--- config.mk ---
export PLATFORM = sky130hd
export DESIGN_NAME = adc_channel_scan_averager_core
export DESIGN_NICKNAME = d
export VERILOG_FILES = /design/src/rtl/core/acsa_pkg.sv /design/src/rtl/core/adc_channel_scan_averager_core.sv /design/src/rtl/core/acsa_tick.sv
export SDC_FILE = /design/constraint.sdc
export NUM_CORES = 1
export LEC_CHECK = 0
export BUFFER_PORTS_ARGS = -buffer_cell sky130_fd_sc_hd__buf_4
export CAP_MARGIN = 20
export CORE_UTILIZATION = 55
export CTS_BUF_LIST = sky130_fd_sc_hd__clkbuf_16
export DETAILED_ROUTE_END_ITERATION = 7
export PLACE_DENSITY = 0.77
export SKIP_LAST_GASP = 1
export SYNTH_ARGS = -nofsm -noshare
export SYNTH_HDL_FRONTEND = slang
export SYNTH_SLANG_ARGS = --single-unit
--- constraint.sdc ---
create_clock -name clk -period 3.5 [get_ports clk]
set_input_delay 0.175 -clock clk [delete_from_list [all_inputs] [get_ports clk]]
set_output_delay 0.175 -clock clk [all_outputs]
set_load 0.01 [all_outputs]
--- src/rtl/core/acsa_pkg.sv ---
// Shared types and constants for the ADC channel scan averager.
package acsa_pkg;

	localparam int SLOT_COUNT    = 3;
	localparam int SLOT_W        = 2;
	localparam int SAMPLE_W      = 12;
	localparam int MUX_W         = 4;
	localparam int AVERAGE_SHIFT = 3;
	localparam int RESET_SUM     = 20000;
	localparam int MIN_SUM_W     = 15;
	localparam int MAX_AVERAGE   = 4095;
	localparam int SETTLE_TICKS  = 2;

	typedef logic [1:0] settle_t;
	typedef logic [SLOT_W-1:0] slot_t;
	typedef logic [MUX_W-1:0] mux_code_t;
	typedef logic [SLOT_COUNT-1:0] ref_map_t;

	// Configuration register indexes.
	typedef enum logic [1:0] {
		REG_SLOT0_MUX = 2'd0,
		REG_SLOT1_MUX = 2'd1,
		REG_SLOT2_MUX = 2'd2,
		REG_REF_MAP   = 2'd3
	} cfg_reg_t;

	localparam slot_t SLOT_LAST = slot_t'(SLOT_COUNT - 1);

	// One result request.
	typedef struct packed {
		logic                start_conversion;
		logic                sample_taken;
		logic                average_valid;
		slot_t               finished_slot;
		logic [SAMPLE_W-1:0] average_value;
		mux_code_t           mux_select;
		logic                reference_select;
	} result_t;

endpackage

--- src/rtl/core/adc_channel_scan_averager_core.sv ---
// Top level of the ADC channel scan averager.
//
// Each input request is one scan tick and carries the latest 12-bit result
// read from the converter. The block scans three slots round-robin. After a
// slot switch the first tick's result is thrown away as settling time, the
// following ticks are summed until SAMPLES_PER_AVERAGE results are in, and
// the next tick publishes the sum shifted right by three (saturated to 4095)
// as that slot's average and moves on to the next slot. Every tick yields
// exactly one result request with the conversion strobe, the averaging flags
// and the mux code and reference of the slot selected after the tick.
// Both channels use valid/stall. A request accepted into the input register
// has its result loaded into the output register when that register is free;
// one request per cycle is sustained while the receiver does not stall, since
// the tick logic is a single counter compare, one add and a slot mux between
// the input register and the result register. When the receiver stalls, the
// result holds and the input register still takes one more request before
// stall is raised toward the sender. Reset clears both stages, loads the
// configuration defaults and starts with a switch pending and a sum of 20000,
// so the very first tick publishes 2500 for slot 0.
module adc_channel_scan_averager_core #(
	parameter int SAMPLES_PER_AVERAGE = 8
) (
	input  logic                           clk,
	input  logic                           arst_n,
	// Configuration write port.
	input  logic                           cfg_we,
	input  acsa_pkg::cfg_reg_t             cfg_index,
	input  logic [acsa_pkg::MUX_W-1:0]     cfg_data,
	// Input channel.
	input  logic                           in_valid,
	output logic                           in_stall,
	input  logic [acsa_pkg::SAMPLE_W-1:0]  conversion_result,
	// Output channel.
	output logic                           out_valid,
	input  logic                           out_stall,
	output logic                           start_conversion,
	output logic                           sample_taken,
	output logic                           average_valid,
	output logic [1:0]                     finished_slot,
	output logic [acsa_pkg::SAMPLE_W-1:0]  average_value,
	output logic [acsa_pkg::MUX_W-1:0]     mux_select,
	output logic                           reference_select
);
	import acsa_pkg::*;

	// The sum must hold the reset value and a full block of samples.
	localparam int RAW_SUM_W = $clog2(SAMPLES_PER_AVERAGE * (2 ** SAMPLE_W));
	localparam int SUM_W     = (RAW_SUM_W > MIN_SUM_W) ? RAW_SUM_W : MIN_SUM_W;
	localparam int COUNT_W   = $clog2(SAMPLES_PER_AVERAGE + 1);

	// Configuration registers.
	mux_code_t slot0_mux_q;
	mux_code_t slot1_mux_q;
	mux_code_t slot2_mux_q;
	ref_map_t  ref_map_q;

	// Scan state.
	logic [COUNT_W-1:0] count_q;
	settle_t            settle_q;
	slot_t              slot_q;
	logic [SUM_W-1:0]   sum_q;

	logic [COUNT_W-1:0] count_d;
	settle_t            settle_d;
	slot_t              slot_d;
	logic [SUM_W-1:0]   sum_d;
	result_t            result_d;

	// Input stage and result stage.
	logic                valid_s1;
	logic [SAMPLE_W-1:0] sample_s1;
	logic                out_valid_q;
	result_t             result_q;
	logic                out_free;
	logic                advance;

	assign out_free = !out_valid_q || !out_stall;
	assign advance  = valid_s1 && out_free;
	assign in_stall = valid_s1 && !out_free;

	always_ff @(posedge clk or negedge arst_n) begin
		if (!arst_n) begin
			slot0_mux_q <= mux_code_t'(0);
			slot1_mux_q <= mux_code_t'(1);
			slot2_mux_q <= mux_code_t'(2);
			ref_map_q   <= ref_map_t'(4);
		end else if (cfg_we) begin
			case (cfg_index)
				REG_SLOT0_MUX: begin
					slot0_mux_q <= cfg_data;
				end
				REG_SLOT1_MUX: begin
					slot1_mux_q <= cfg_data;
				end
				REG_SLOT2_MUX: begin
					slot2_mux_q <= cfg_data;
				end
				REG_REF_MAP: begin
					ref_map_q <= cfg_data[SLOT_COUNT-1:0];
				end
				default: begin
				end
			endcase
		end
	end

	// The input register refills whenever it is empty or moving on.
	always_ff @(posedge clk or negedge arst_n) begin
		if (!arst_n) begin
			valid_s1 <= 1'b0;
		end else if (!valid_s1 || advance) begin
			valid_s1 <= in_valid;
		end
	end

	always_ff @(posedge clk) begin
		if (in_valid && !in_stall) begin
			sample_s1 <= conversion_result;
		end
	end

	acsa_tick #(
		.SAMPLES_PER_AVERAGE(SAMPLES_PER_AVERAGE),
		.COUNT_W            (COUNT_W),
		.SUM_W              (SUM_W)
	) u_tick (
		.count_q       (count_q),
		.settle_q      (settle_q),
		.slot_q        (slot_q),
		.sum_q         (sum_q),
		.sample        (sample_s1),
		.slot0_mux_code(slot0_mux_q),
		.slot1_mux_code(slot1_mux_q),
		.slot2_mux_code(slot2_mux_q),
		.reference_map (ref_map_q),
		.count_d       (count_d),
		.settle_d      (settle_d),
		.slot_d        (slot_d),
		.sum_d         (sum_d),
		.result        (result_d)
	);

	// The scan state moves only when a tick leaves the input stage.
	always_ff @(posedge clk or negedge arst_n) begin
		if (!arst_n) begin
			count_q  <= COUNT_W'(SAMPLES_PER_AVERAGE);
			settle_q <= '0;
			slot_q   <= '0;
			sum_q    <= SUM_W'(RESET_SUM);
		end else if (advance) begin
			count_q  <= count_d;
			settle_q <= settle_d;
			slot_q   <= slot_d;
			sum_q    <= sum_d;
		end
	end

	always_ff @(posedge clk or negedge arst_n) begin
		if (!arst_n) begin
			out_valid_q <= 1'b0;
		end else if (out_free) begin
			out_valid_q <= valid_s1;
		end
	end

	always_ff @(posedge clk) begin
		if (advance) begin
			result_q <= result_d;
		end
	end

	assign out_valid        = out_valid_q;
	assign start_conversion = result_q.start_conversion;
	assign sample_taken     = result_q.sample_taken;
	assign average_valid    = result_q.average_valid;
	assign finished_slot    = result_q.finished_slot;
	assign average_value    = result_q.average_value;
	assign mux_select       = result_q.mux_select;
	assign reference_select = result_q.reference_select;

endmodule

--- src/rtl/core/acsa_tick.sv ---
// Next-state and result logic for one scan tick.
module acsa_tick #(
	parameter int SAMPLES_PER_AVERAGE = 8,
	parameter int COUNT_W             = 4,
	parameter int SUM_W               = 15
) (
	input  logic [COUNT_W-1:0]          count_q,
	input  acsa_pkg::settle_t           settle_q,
	input  acsa_pkg::slot_t             slot_q,
	input  logic [SUM_W-1:0]            sum_q,
	input  logic [acsa_pkg::SAMPLE_W-1:0] sample,
	input  acsa_pkg::mux_code_t         slot0_mux_code,
	input  acsa_pkg::mux_code_t         slot1_mux_code,
	input  acsa_pkg::mux_code_t         slot2_mux_code,
	input  acsa_pkg::ref_map_t          reference_map,
	output logic [COUNT_W-1:0]          count_d,
	output acsa_pkg::settle_t           settle_d,
	output acsa_pkg::slot_t             slot_d,
	output logic [SUM_W-1:0]            sum_d,
	output acsa_pkg::result_t           result
);
	import acsa_pkg::*;

	localparam int AVG_W = SUM_W - AVERAGE_SHIFT;

	logic             switch_tick;
	logic [AVG_W-1:0] shifted;
	logic [SAMPLE_W-1:0] average;
	settle_t          settle_inc;
	slot_t            slot_next;

	assign switch_tick = (count_q >= COUNT_W'(SAMPLES_PER_AVERAGE));
	assign shifted     = sum_q[SUM_W-1:AVERAGE_SHIFT];
	assign average     = (shifted > AVG_W'(MAX_AVERAGE)) ? SAMPLE_W'(MAX_AVERAGE)
	                                                     : shifted[SAMPLE_W-1:0];
	assign settle_inc  = (settle_q < settle_t'(SETTLE_TICKS)) ? settle_q + 2'd1 : settle_q;
	assign slot_next   = (slot_q >= SLOT_LAST) ? '0 : slot_q + 2'd1;

	always_comb begin
		result = '0;
		if (switch_tick) begin
			count_d                = '0;
			settle_d               = '0;
			sum_d                  = '0;
			slot_d                 = slot_next;
			result.average_valid   = 1'b1;
			result.finished_slot   = slot_q;
			result.average_value   = average;
		end else begin
			settle_d                = settle_inc;
			slot_d                  = slot_q;
			result.start_conversion = 1'b1;
			if (settle_inc >= settle_t'(SETTLE_TICKS)) begin
				sum_d               = sum_q + SUM_W'(sample);
				count_d             = count_q + COUNT_W'(1);
				result.sample_taken = 1'b1;
			end else begin
				sum_d   = sum_q;
				count_d = count_q;
			end
		end

		case (slot_d)
			2'd0: begin
				result.mux_select = slot0_mux_code;
			end
			2'd1: begin
				result.mux_select = slot1_mux_code;
			end
			2'd2: begin
				result.mux_select = slot2_mux_code;
			end
			default: begin
				result.mux_select = slot0_mux_code;
			end
		endcase
		result.reference_select = (slot_d <= SLOT_LAST) ? reference_map[slot_d] : 1'b0;
	end

endmodule

==> flow_summary.toml, run 1 <==
[routing]
dr_total_vias = 2357
wl_met2_mm = 2.92
highest_routed_metal_layer = "met4"
detail_route.vias_per_cell = 5.60
routed_wirelength_mm = 6.32
route.detailed.drc = 0
avgRoutedWirePerCell_um = 15.0
wirelength_met1_mm = 3.02
met3_length_um = 265
initialDrtViolationCount = 186
detail_route.first_pass.iterations = 4
final_antenna_net_count = 0

[global_route]
grtUsageTotal = 0.210
antenna_found_initial = 0
grt_pass1_vias = 2135
grt_pass1_wl_mm = 9.98
grt-ovfl-total = 0
grt_start_max_net_pins = 41

[synthesis]
synth_area_leader_cell = "edfxtp_1"
ys_dominant_reg_cell = "edfxtp_1"
synth_area_leaders = "edfxtp_1 (29%), dfrtp_1 (22%), ha_1 (6.9%)"
synth.ff_latch_count = 74
synth.lib_cells_used.distinct = 45
syn-instance-count = 288
net_count_of_the_mapped_netlist = 331
yosys_warning_count = 0
synth.cell_area_mm2 = 0.00347
synth_largest_type_area_fraction = 0.294
seq_area_frac_synth = 0.586
synth-edff-count = 34
synth-async-reset-ratio = 0.541
synthesis.area_per_instance_um2 = 12.0

[clock_tree]
clockBufferDepth = 2
cts-root-buf = "clkbuf_16"
insertion_delay_ns = 0.33
tritoncts = "yes"
numCtsBuffers = 9
clock_transition_time_at_the_flip_flop_clock_pins_of_the_worst_setup_and_hold_paths_ns = 0.06
postCtsSetupRepairBufs = 0
cts-htree-levels = 3
hold_buffers = 1
cts_resized = 0
numClockSinks = 74

[worst_setup_path]
cp_data_required_time_ns = 3.71
reg_to_reg_endpoint = "sum_q[8]"
ff2ff_path_depth = 8
critPathKind = "flip-flop to flip-flop"
critical_path.reg2reg.startpoint = "sum_q[0]"
setup.reg_to_reg.worst_slack_ns = 1.27
critical_path.startpoint_type = "flip-flop"
worst_path_largest_cell_delay_ns = 0.41
sequence_of_cells_on_the_critical_path = "ha_1, fa_1, a21o_1, a31oi_1, o21bai_1, a21oi_1, xor2_1, o21ai_1"
critical_path.endpoint_type = "flip-flop"
worst-path-max-fanout = 4
slowest_library_cell_on_the_worst_path = "fa_1"
crit_arrival_ns = 2.44

[final_layout]
synthToLayoutAreaGrowth_pct = 20.0
num_antenna_cells = 0
finish.net_count = 384
stdcell_count = 421
fraction_of_final_layout_cells_with_drive_strength_greater_than_1 = 0.251

[placement]
post-dp-hpwl_mm = 4.30
gp_congestion = 0.894
buffers_added_on_ports = 46
placedCellCount = 404

[min_path]
worst_hold_path_type = "input pin to flip-flop"
hold_path_depth = 1
hold_path_end = "sample_s1[2]"
worstHoldStart = "conversion_result[2]"

[die]
dieWidth_um = 81.4
initial_utilization = 0.579
fp.coreArea_mm2 = 0.00599
rows = 28
design.portCount = 47
die_area_mm2 = 0.00663
floorplan.die.height_um = 81.4

[timing]
grt_setup_unrepaired = "false"
report.final.setup_viol = 0
tightest_pin_transition_ns = 0.828
max_freq_mhz = 448
timing.slew.headroom = 0.444
finClkSkew_ns = 0.00738
hold_violations = 0
fin_setup_tns_ns = 0
period_share = 0.638
final_period_minus_worst_setup_slack_ns = 2.23
slew_viol_final = 0

[power_and_ir_drop]
peakVddDrop_mv = 0.469
cellLeakagePower_nw = 1.83
p_per_area_mw_per_mm2 = 805

[run_status]
outcome = "finished clean"

[run]
drv_cap = 0
metrics by stage:
step | worst slack (ns) | instance area, um^2 | utilization | hold slack, ns | total power [mW]
after floorplan | 1.48 | 3470 | - | -0.121 | 2.20
after global placement | 1.37 | 3890 | 0.650 | 0.183 | 2.50
after detailed placement | 1.32 | 3890 | 0.650 | 0.188 | 2.54
after CTS | 1.29 | 4160 | 0.694 | 0.0137 | 3.35
after global routing | 1.14 | 4160 | 0.694 | 0.0129 | 3.58
final | 1.27 | 4160 | 0.694 | 0.0180 | 3.35
metal layers:
metal  vias to the layer above  global-route usage
met2                        59               0.315
met1                      1144               0.288
met5                         -                   0
met3                         9              0.0404
li1                       1145                   -
met4                         0               0.111
synthesized netlist by cell type, drive strengths merged (2+ instances only):
master  number
inv         13
nor3         3
nor2        11
ha          19
nand4        2
buf          3
a22oi        4
a211oi       2
a21oi       16
nand3        5
nand3b       3
xnor2        3
dfrtp       31
o31ai        2
mux2        16
a22o         2
mux2i        4
a31oi        2
a31o         2
clkbuf       4
dfstp        9
nand2b       4
and4         2
edfxtp      34
xor2         4
or3          4
a21o         5
nand2       31
and2        14
o21ai       24
worst max-delay path, delay by kind of cell, from the launching register on:
| kind | cells | cell delay [ns] |
|---|---|---|
| compound gates | 5 | 0.93 |
| xor+xnor | 1 | 0.17 |
| fa+ha+maj | 2 | 0.64 |
| flops | 1 | 0.38 |
area by class of cell:
type                       count  area [um^2]
sequential                    74         2030
fill                         420         1830
multi-input combinational    194         1360
timing repair buffer          49          370
clock buffer                   9          225
tap                           75         93.8
inverter                      13         48.8
clock inverter                 7         31.3
logic make-up after synthesis:
family | after synthesis | synth area share
compound gates | 66 | 0.119
buf+inv | 20 | 0.0224
flops | 74 | 0.586
xor+xnor | 7 | 0.0177
simple gates | 81 | 0.117
fa+ha+maj | 20 | 0.0743
mux | 20 | 0.0635
placed cells by master, fill, tap and decap left out, types with 3 or more instances in the layout:
master / instances
a21o_1: 5
inv_1: 16
xor2_1: 4
nand2_1: 31
dfrtp_1: 31
and2_1: 14
or3_1: 4
nor2_1: 11
nand3_1: 5
mux2i_1: 4
mux2_2: 16
o21ai_0: 22
xnor2_1: 3
a21oi_1: 15
nor3_1: 3
nand2b_1: 4
buf_4: 48
nand3b_1: 3
edfxtp_1: 34
clkbuf_16: 9
ha_1: 19
dfstp_2: 9
a22oi_1: 4
worst max-delay path by stage:
stage | start | end | slack (ns) | depth (start not counted)
final | sum_q[0] | sum_q[8] | 1.27 | 8
after global routing | sum_q[0] | sum_q[8] | 1.14 | 8
after CTS | sum_q[0] | sum_q[14] | 1.29 | 8
after detailed placement | sum_q[0] | sum_q[8] | 1.32 | 8
after global placement | sum_q[0] | sum_q[8] | 1.37 | 8
after floorplan | sum_q[0] | sum_q[8] | 1.48 | 8
power by group:
group          total [mW]  switching (mW)  internal (mW)  leakage, nW
registers            1.35           0.156           1.20        0.792
logic                1.20           0.671          0.530        0.903
clock network       0.793           0.328          0.465        0.134
total                3.35            1.16           2.19         1.83
flip-flops by register name, summed over array words and instances (netlist names), 3 cells and up:
signal / cells
average_value: 12
count_q: 4
mux_select: 4
ref_map_q: 3
sample_s1: 12
slot0_mux_q: 4
slot1_mux_q: 4
slot2_mux_q: 4
sum_q: 15
No activity file was read; power rests on OpenSTA's default activity.
==> run 2, diff against run 1 <==
CORE_UTILIZATION = 52   (was 55)
PLACE_DENSITY = 0.76   (was 0.77)
clock period = 1.9 ns   (was 3.5 ns; I/O delays follow)
==> flow_summary.toml, run 2 (same netlist as run 1, synthesis figures left out) <==
[run_status]
outcome = "finished, violations left"
violations = "negative setup slack"

[power_and_ir_drop]
pwr-share-clk = 0.240
cellLeakagePower_nw = 2.05
switching_portion_of_total_power = 0.342
power.switching_mw = 2.50
peakVddDrop_mv = 0.955
internal-power_mw = 4.81
p_per_area_mw_per_mm2 = 1550
comb_power_share = 0.421
power_frac_seq = 0.339

[placement]
gp_congestion = 0.915
buffers_added_on_ports = 46
dp_worst_setup_slack_ns = -0.150
post-dp-hpwl_mm = 4.88

[routing]
dr_total_vias = 2624
detail_route.vias_per_cell = 5.64
routed_wirelength_mm = 7.58
avgRoutedWirePerCell_um = 16.3
final_antenna_net_count = 0
detail_route.first_pass.iterations = 6
route.detailed.drc = 0
initialDrtViolationCount = 132

[timing]
final_period_minus_worst_setup_slack_ns = 2.03
tightest_pin_transition_ns = 0.651
final_ws_setup_ns = -0.128
grt_setup_unrepaired = "true"
hold_violations = 0
fin_setup_tns_ns = -0.273
slew_viol_final = 0
period_share = 1.07
max_freq_mhz = 493
finClkSkew_ns = 0.00617
timing.slew.headroom = 0.565
report.final.setup_viol = 4

[final_layout]
fraction_of_final_layout_cells_with_drive_strength_greater_than_1 = 0.356
multiInputGateArea_mm2 = 0.00150
synthToLayoutAreaGrowth_pct = 35.8
largest_register_ff_count = 15
fillers = 424
most-common-layout-cells = "buf_4 (76), edfxtp_1 (34), dfrtp_1 (31)"
num_antenna_cells = 0
ff_latch_area_mm2 = 0.00203
largest-register = "sum_q"
most_common_cell_after_layout_fill_and_taps_aside = "buf_4"
finish.utilization = 0.737
finish.net_count = 426

[worst_setup_path]
crit_arrival_ns = 2.24
cp_data_required_time_ns = 2.11
critical_path.endpoint_type = "flip-flop"
critical_path.startpoint_type = "flip-flop"
worst-path-max-fanout = 4
critPathKind = "flip-flop to flip-flop"

[global_route]
grt_pass1_wl_mm = 12.1
grtUsageTotal = 0.223
grt-ovfl-total = 0
grt_pass1_vias = 2562
antenna_found_initial = 0
grt_start_max_net_pins = 41

[min_path]
worst_hold_path_type = "input pin to flip-flop"

[clock_tree]
numClockSinks = 74
clockBufferDepth = 2
clock_transition_time_at_the_flip_flop_clock_pins_of_the_worst_setup_and_hold_paths_ns = 0.06
cts-root-buf = "clkbuf_16"
numCtsBuffers = 9
cts-htree-levels = 3
tritoncts = "yes"
insertion_delay_ns = 0.33

[die]
fp.coreArea_mm2 = 0.00639
floorplan.die.height_um = 83.7
die_area_mm2 = 0.00700
design.portCount = 47
dieWidth_um = 83.7
rows = 29
initial_utilization = 0.543

[run]
drv_cap = 0
[run 2: area by class of cell]
| cell class | instances | share of cell area |
|---|---|---|
| multi-input cells | 194 | 0.318 |
| well taps | 77 | 0.0205 |
| flip-flops and latches | 74 | 0.432 |
| inverters | 13 | 0.0104 |
| clock buffers | 9 | 0.0478 |
| repair buffers | 91 | 0.153 |
| clock inverters | 7 | 0.0181 |
[run 2: metrics by stage]
stage                     cells  total power, mW  hold slack [ns]  instance area, um^2
after floorplan             288             4.08           -0.201                 3480
after global placement      432             4.99            0.101                 4100
after detailed placement    432             5.12            0.112                 4100
after CTS                   463             7.05          0.00840                 4630
after global routing        465             7.74           0.0173                 4710
final                       465             7.31           0.0121                 4710
[run 2: layer usage]
layer	wire [um]	GRT usage
met5	0	0
met4	170	0.123
met3	284	0.0415
met2	3830	0.351
met1	3290	0.294
[run 2: worst paths after layout]
kind | from | end | slack [ns] | depth (start not counted)
max | sum_q[0] | sum_q[8] | -0.13 | 8
min | cfg_data[3] | slot0_mux_q[3] | 0.01 | 2
max reg2reg | sum_q[0] | sum_q[8] | -0.13 | 8
min reg2reg | sum_q[10] | sum_q[10] | 0.49 | 2
max in group asynchronous | arst_n | sum_q[5] | 1.23 | 2
min in group asynchronous | arst_n | slot0_mux_q[2] | 0.29 | 2
[run 2: power groups by stage]
stage,clock [mW],combinational (mW),sequential [mW]
after floorplan,0,1.63,2.46
after global placement,0,2.54,2.45
after detailed placement,0,2.64,2.48
after CTS,1.78,2.81,2.46
after global routing,1.85,3.36,2.52
final,1.75,3.08,2.48
[run 2: critical path, cell delays in order, from the launching register on]
cell	delay, ns
dfrtp_1	0.39
ha_2	0.21
fa_2	0.34
a21o_1	0.22
a31oi_4	0.19
o21bai_1	0.11
a21oi_1	0.20
xor2_1	0.18
o21ai_1	0.08
[run 2: timing repair]
action,in CTS,in global routing
gates resized for setup,11,14
pin swaps,10,6
endpoints found under the hold margin,45,0
buffers inserted,0,2
setup endpoints to repair,7,10
hold buffers,15,0
==> run 3, diff against run 2 <==
PLACE_DENSITY = 0.83   (was 0.76)
==> flow_summary.toml, run 3 (same netlist as run 1, synthesis figures left out) <==
[power_and_ir_drop]
p_per_area_mw_per_mm2 = 1600
peakVddDrop_mv = 1.32
cellLeakagePower_nw = 2.07

[global_route]
grt_pass1_vias = 2658
grtUsageTotal = 0.224
grt_pass1_wl_mm = 12.1
grt-ovfl-total = 0
antenna_found_initial = 0
grt_start_max_net_pins = 41

[final_layout]
finish.net_count = 430
multiInputGateArea_mm2 = 0.00152
fillers = 400
most_common_cell_after_layout_fill_and_taps_aside = "buf_4"
post_route_cell_area_mm2 = 0.00478
fraction_of_final_layout_cells_with_drive_strength_greater_than_1 = 0.388
ff_latch_area_mm2 = 0.00203
stdcell_count = 469
largest_register_ff_count = 15
largest-register = "sum_q"
most-common-layout-cells = "buf_4 (79), edfxtp_1 (34), dfrtp_1 (31)"
synthToLayoutAreaGrowth_pct = 37.8
num_antenna_cells = 0

[run_status]
violations = "negative setup slack"
outcome = "finished, violations left"

[die]
rows = 29
initial_utilization = 0.543
dieWidth_um = 83.7
design.portCount = 47
floorplan.die.height_um = 83.7
die_area_mm2 = 0.00700
fp.coreArea_mm2 = 0.00639

[min_path]
worst_hold_path_type = "input pin to flip-flop"
worstHoldStart = "out_stall"

[clock_tree]
tritoncts = "yes"
numClockSinks = 74
insertion_delay_ns = 0.33
cts-root-buf = "clkbuf_16"
numCtsBuffers = 9
clockBufferDepth = 2
cts-htree-levels = 3
clock_transition_time_at_the_flip_flop_clock_pins_of_the_worst_setup_and_hold_paths_ns = 0.06

[timing]
slew_viol_final = 0
max_freq_mhz = 479
grt_setup_unrepaired = "true"
finClkSkew_ns = 0.00654
timing.slew.headroom = 0.538
report.final.setup_viol = 9
fin_setup_tns_ns = -0.931
final_period_minus_worst_setup_slack_ns = 2.09
holdWs_ns = 0.00701
period_share = 1.10
hold_violations = 0
tightest_pin_transition_ns = 0.692
final_ws_setup_ns = -0.189

[worst_setup_path]
worst_setup_path_startpoint = "sample_s1[1]"
worst-path-max-fanout = 3
critical_path.startpoint_type = "flip-flop"
critical_path.endpoint_type = "flip-flop"
crit_arrival_ns = 2.34
cp_data_required_time_ns = 2.16
critical_path.reg2reg.startpoint = "sample_s1[1]"
critPathKind = "flip-flop to flip-flop"

[routing]
detail_route.vias_per_cell = 5.79
dr_total_vias = 2716
initialDrtViolationCount = 216
routed_wirelength_mm = 8.31
route.detailed.drc = 0
final_antenna_net_count = 0
avgRoutedWirePerCell_um = 17.7
detail_route.first_pass.iterations = 4

[placement]
post-dp-hpwl_mm = 4.82
gp_congestion = 0.877
dp_worst_setup_slack_ns = -0.134
buffers_added_on_ports = 46
placed_cell_area_mm2 = 0.00410
placedCellCount = 431

[run]
drv_cap = 0
[run 3: power breakdown]
group / internal (mW) / leakage [nW] / switching (mW)
registers: 2.21 / 0.792 / 0.305
logic: 1.58 / 1.13 / 1.74
clock network: 1.15 / 0.151 / 0.660
[run 3: stage by stage]
stage,power [mW],util
finish,7.64,0.748
global route,8.02,0.748
CTS,7.13,0.727
detailed placement,5.09,0.641
global placement,4.94,0.641
floorplan,4.08,-
[run 3: worst paths after layout]
check                                       to  slack, ns  cells after the start
worst max-delay path                  sum_q[9]      -0.19                      7
worst min-delay path                 out_valid      0.007                      3
worst max register to register        sum_q[9]      -0.19                      7
worst min register to register       out_valid       0.50                      1
max in group asynchronous            sum_q[10]       1.21                      2
min in group asynchronous       slot1_mux_q[3]       0.30                      2
[run 3: critical path: stages, from the launching register on]
cell and delay [ns]:
edfxtp_1 0.41, ha_1 0.31, a21o_1 0.20, and4_4 0.22, o2111ai_4 0.19, a21boi_2 0.10
or3_1 0.33, a32o_2 0.25
[run 3: layout make-up]
cell class,count,area share
Clock buffer,9,0.0471
Clock inverter,7,0.0196
Inverter,13,0.0102
Multi-Input combinational cell,194,0.319
Sequential cell,74,0.426
Tap cell,77,0.0202
Timing Repair Buffer,95,0.158
[run 3: routing by layer]
layer / global-route usage / routed length [um] / up-vias
met1: 0.277 / 3430 / 1335
met2: 0.375 / 4210 / 113
met4: 0.0971 / 199 / 0
met3: 0.0534 / 468 / 21
met5: 0 / 0 / -
li1: - / - / 1247
[run 3: repair_timing]
action                                  CTS  global route
buffers inserted                          2             6
resized for setup                        14            22
hold buffers                             14             0
endpoints found under the hold margin    44             0
pin swaps                                10            17
endpoints found under the setup margin   10            14
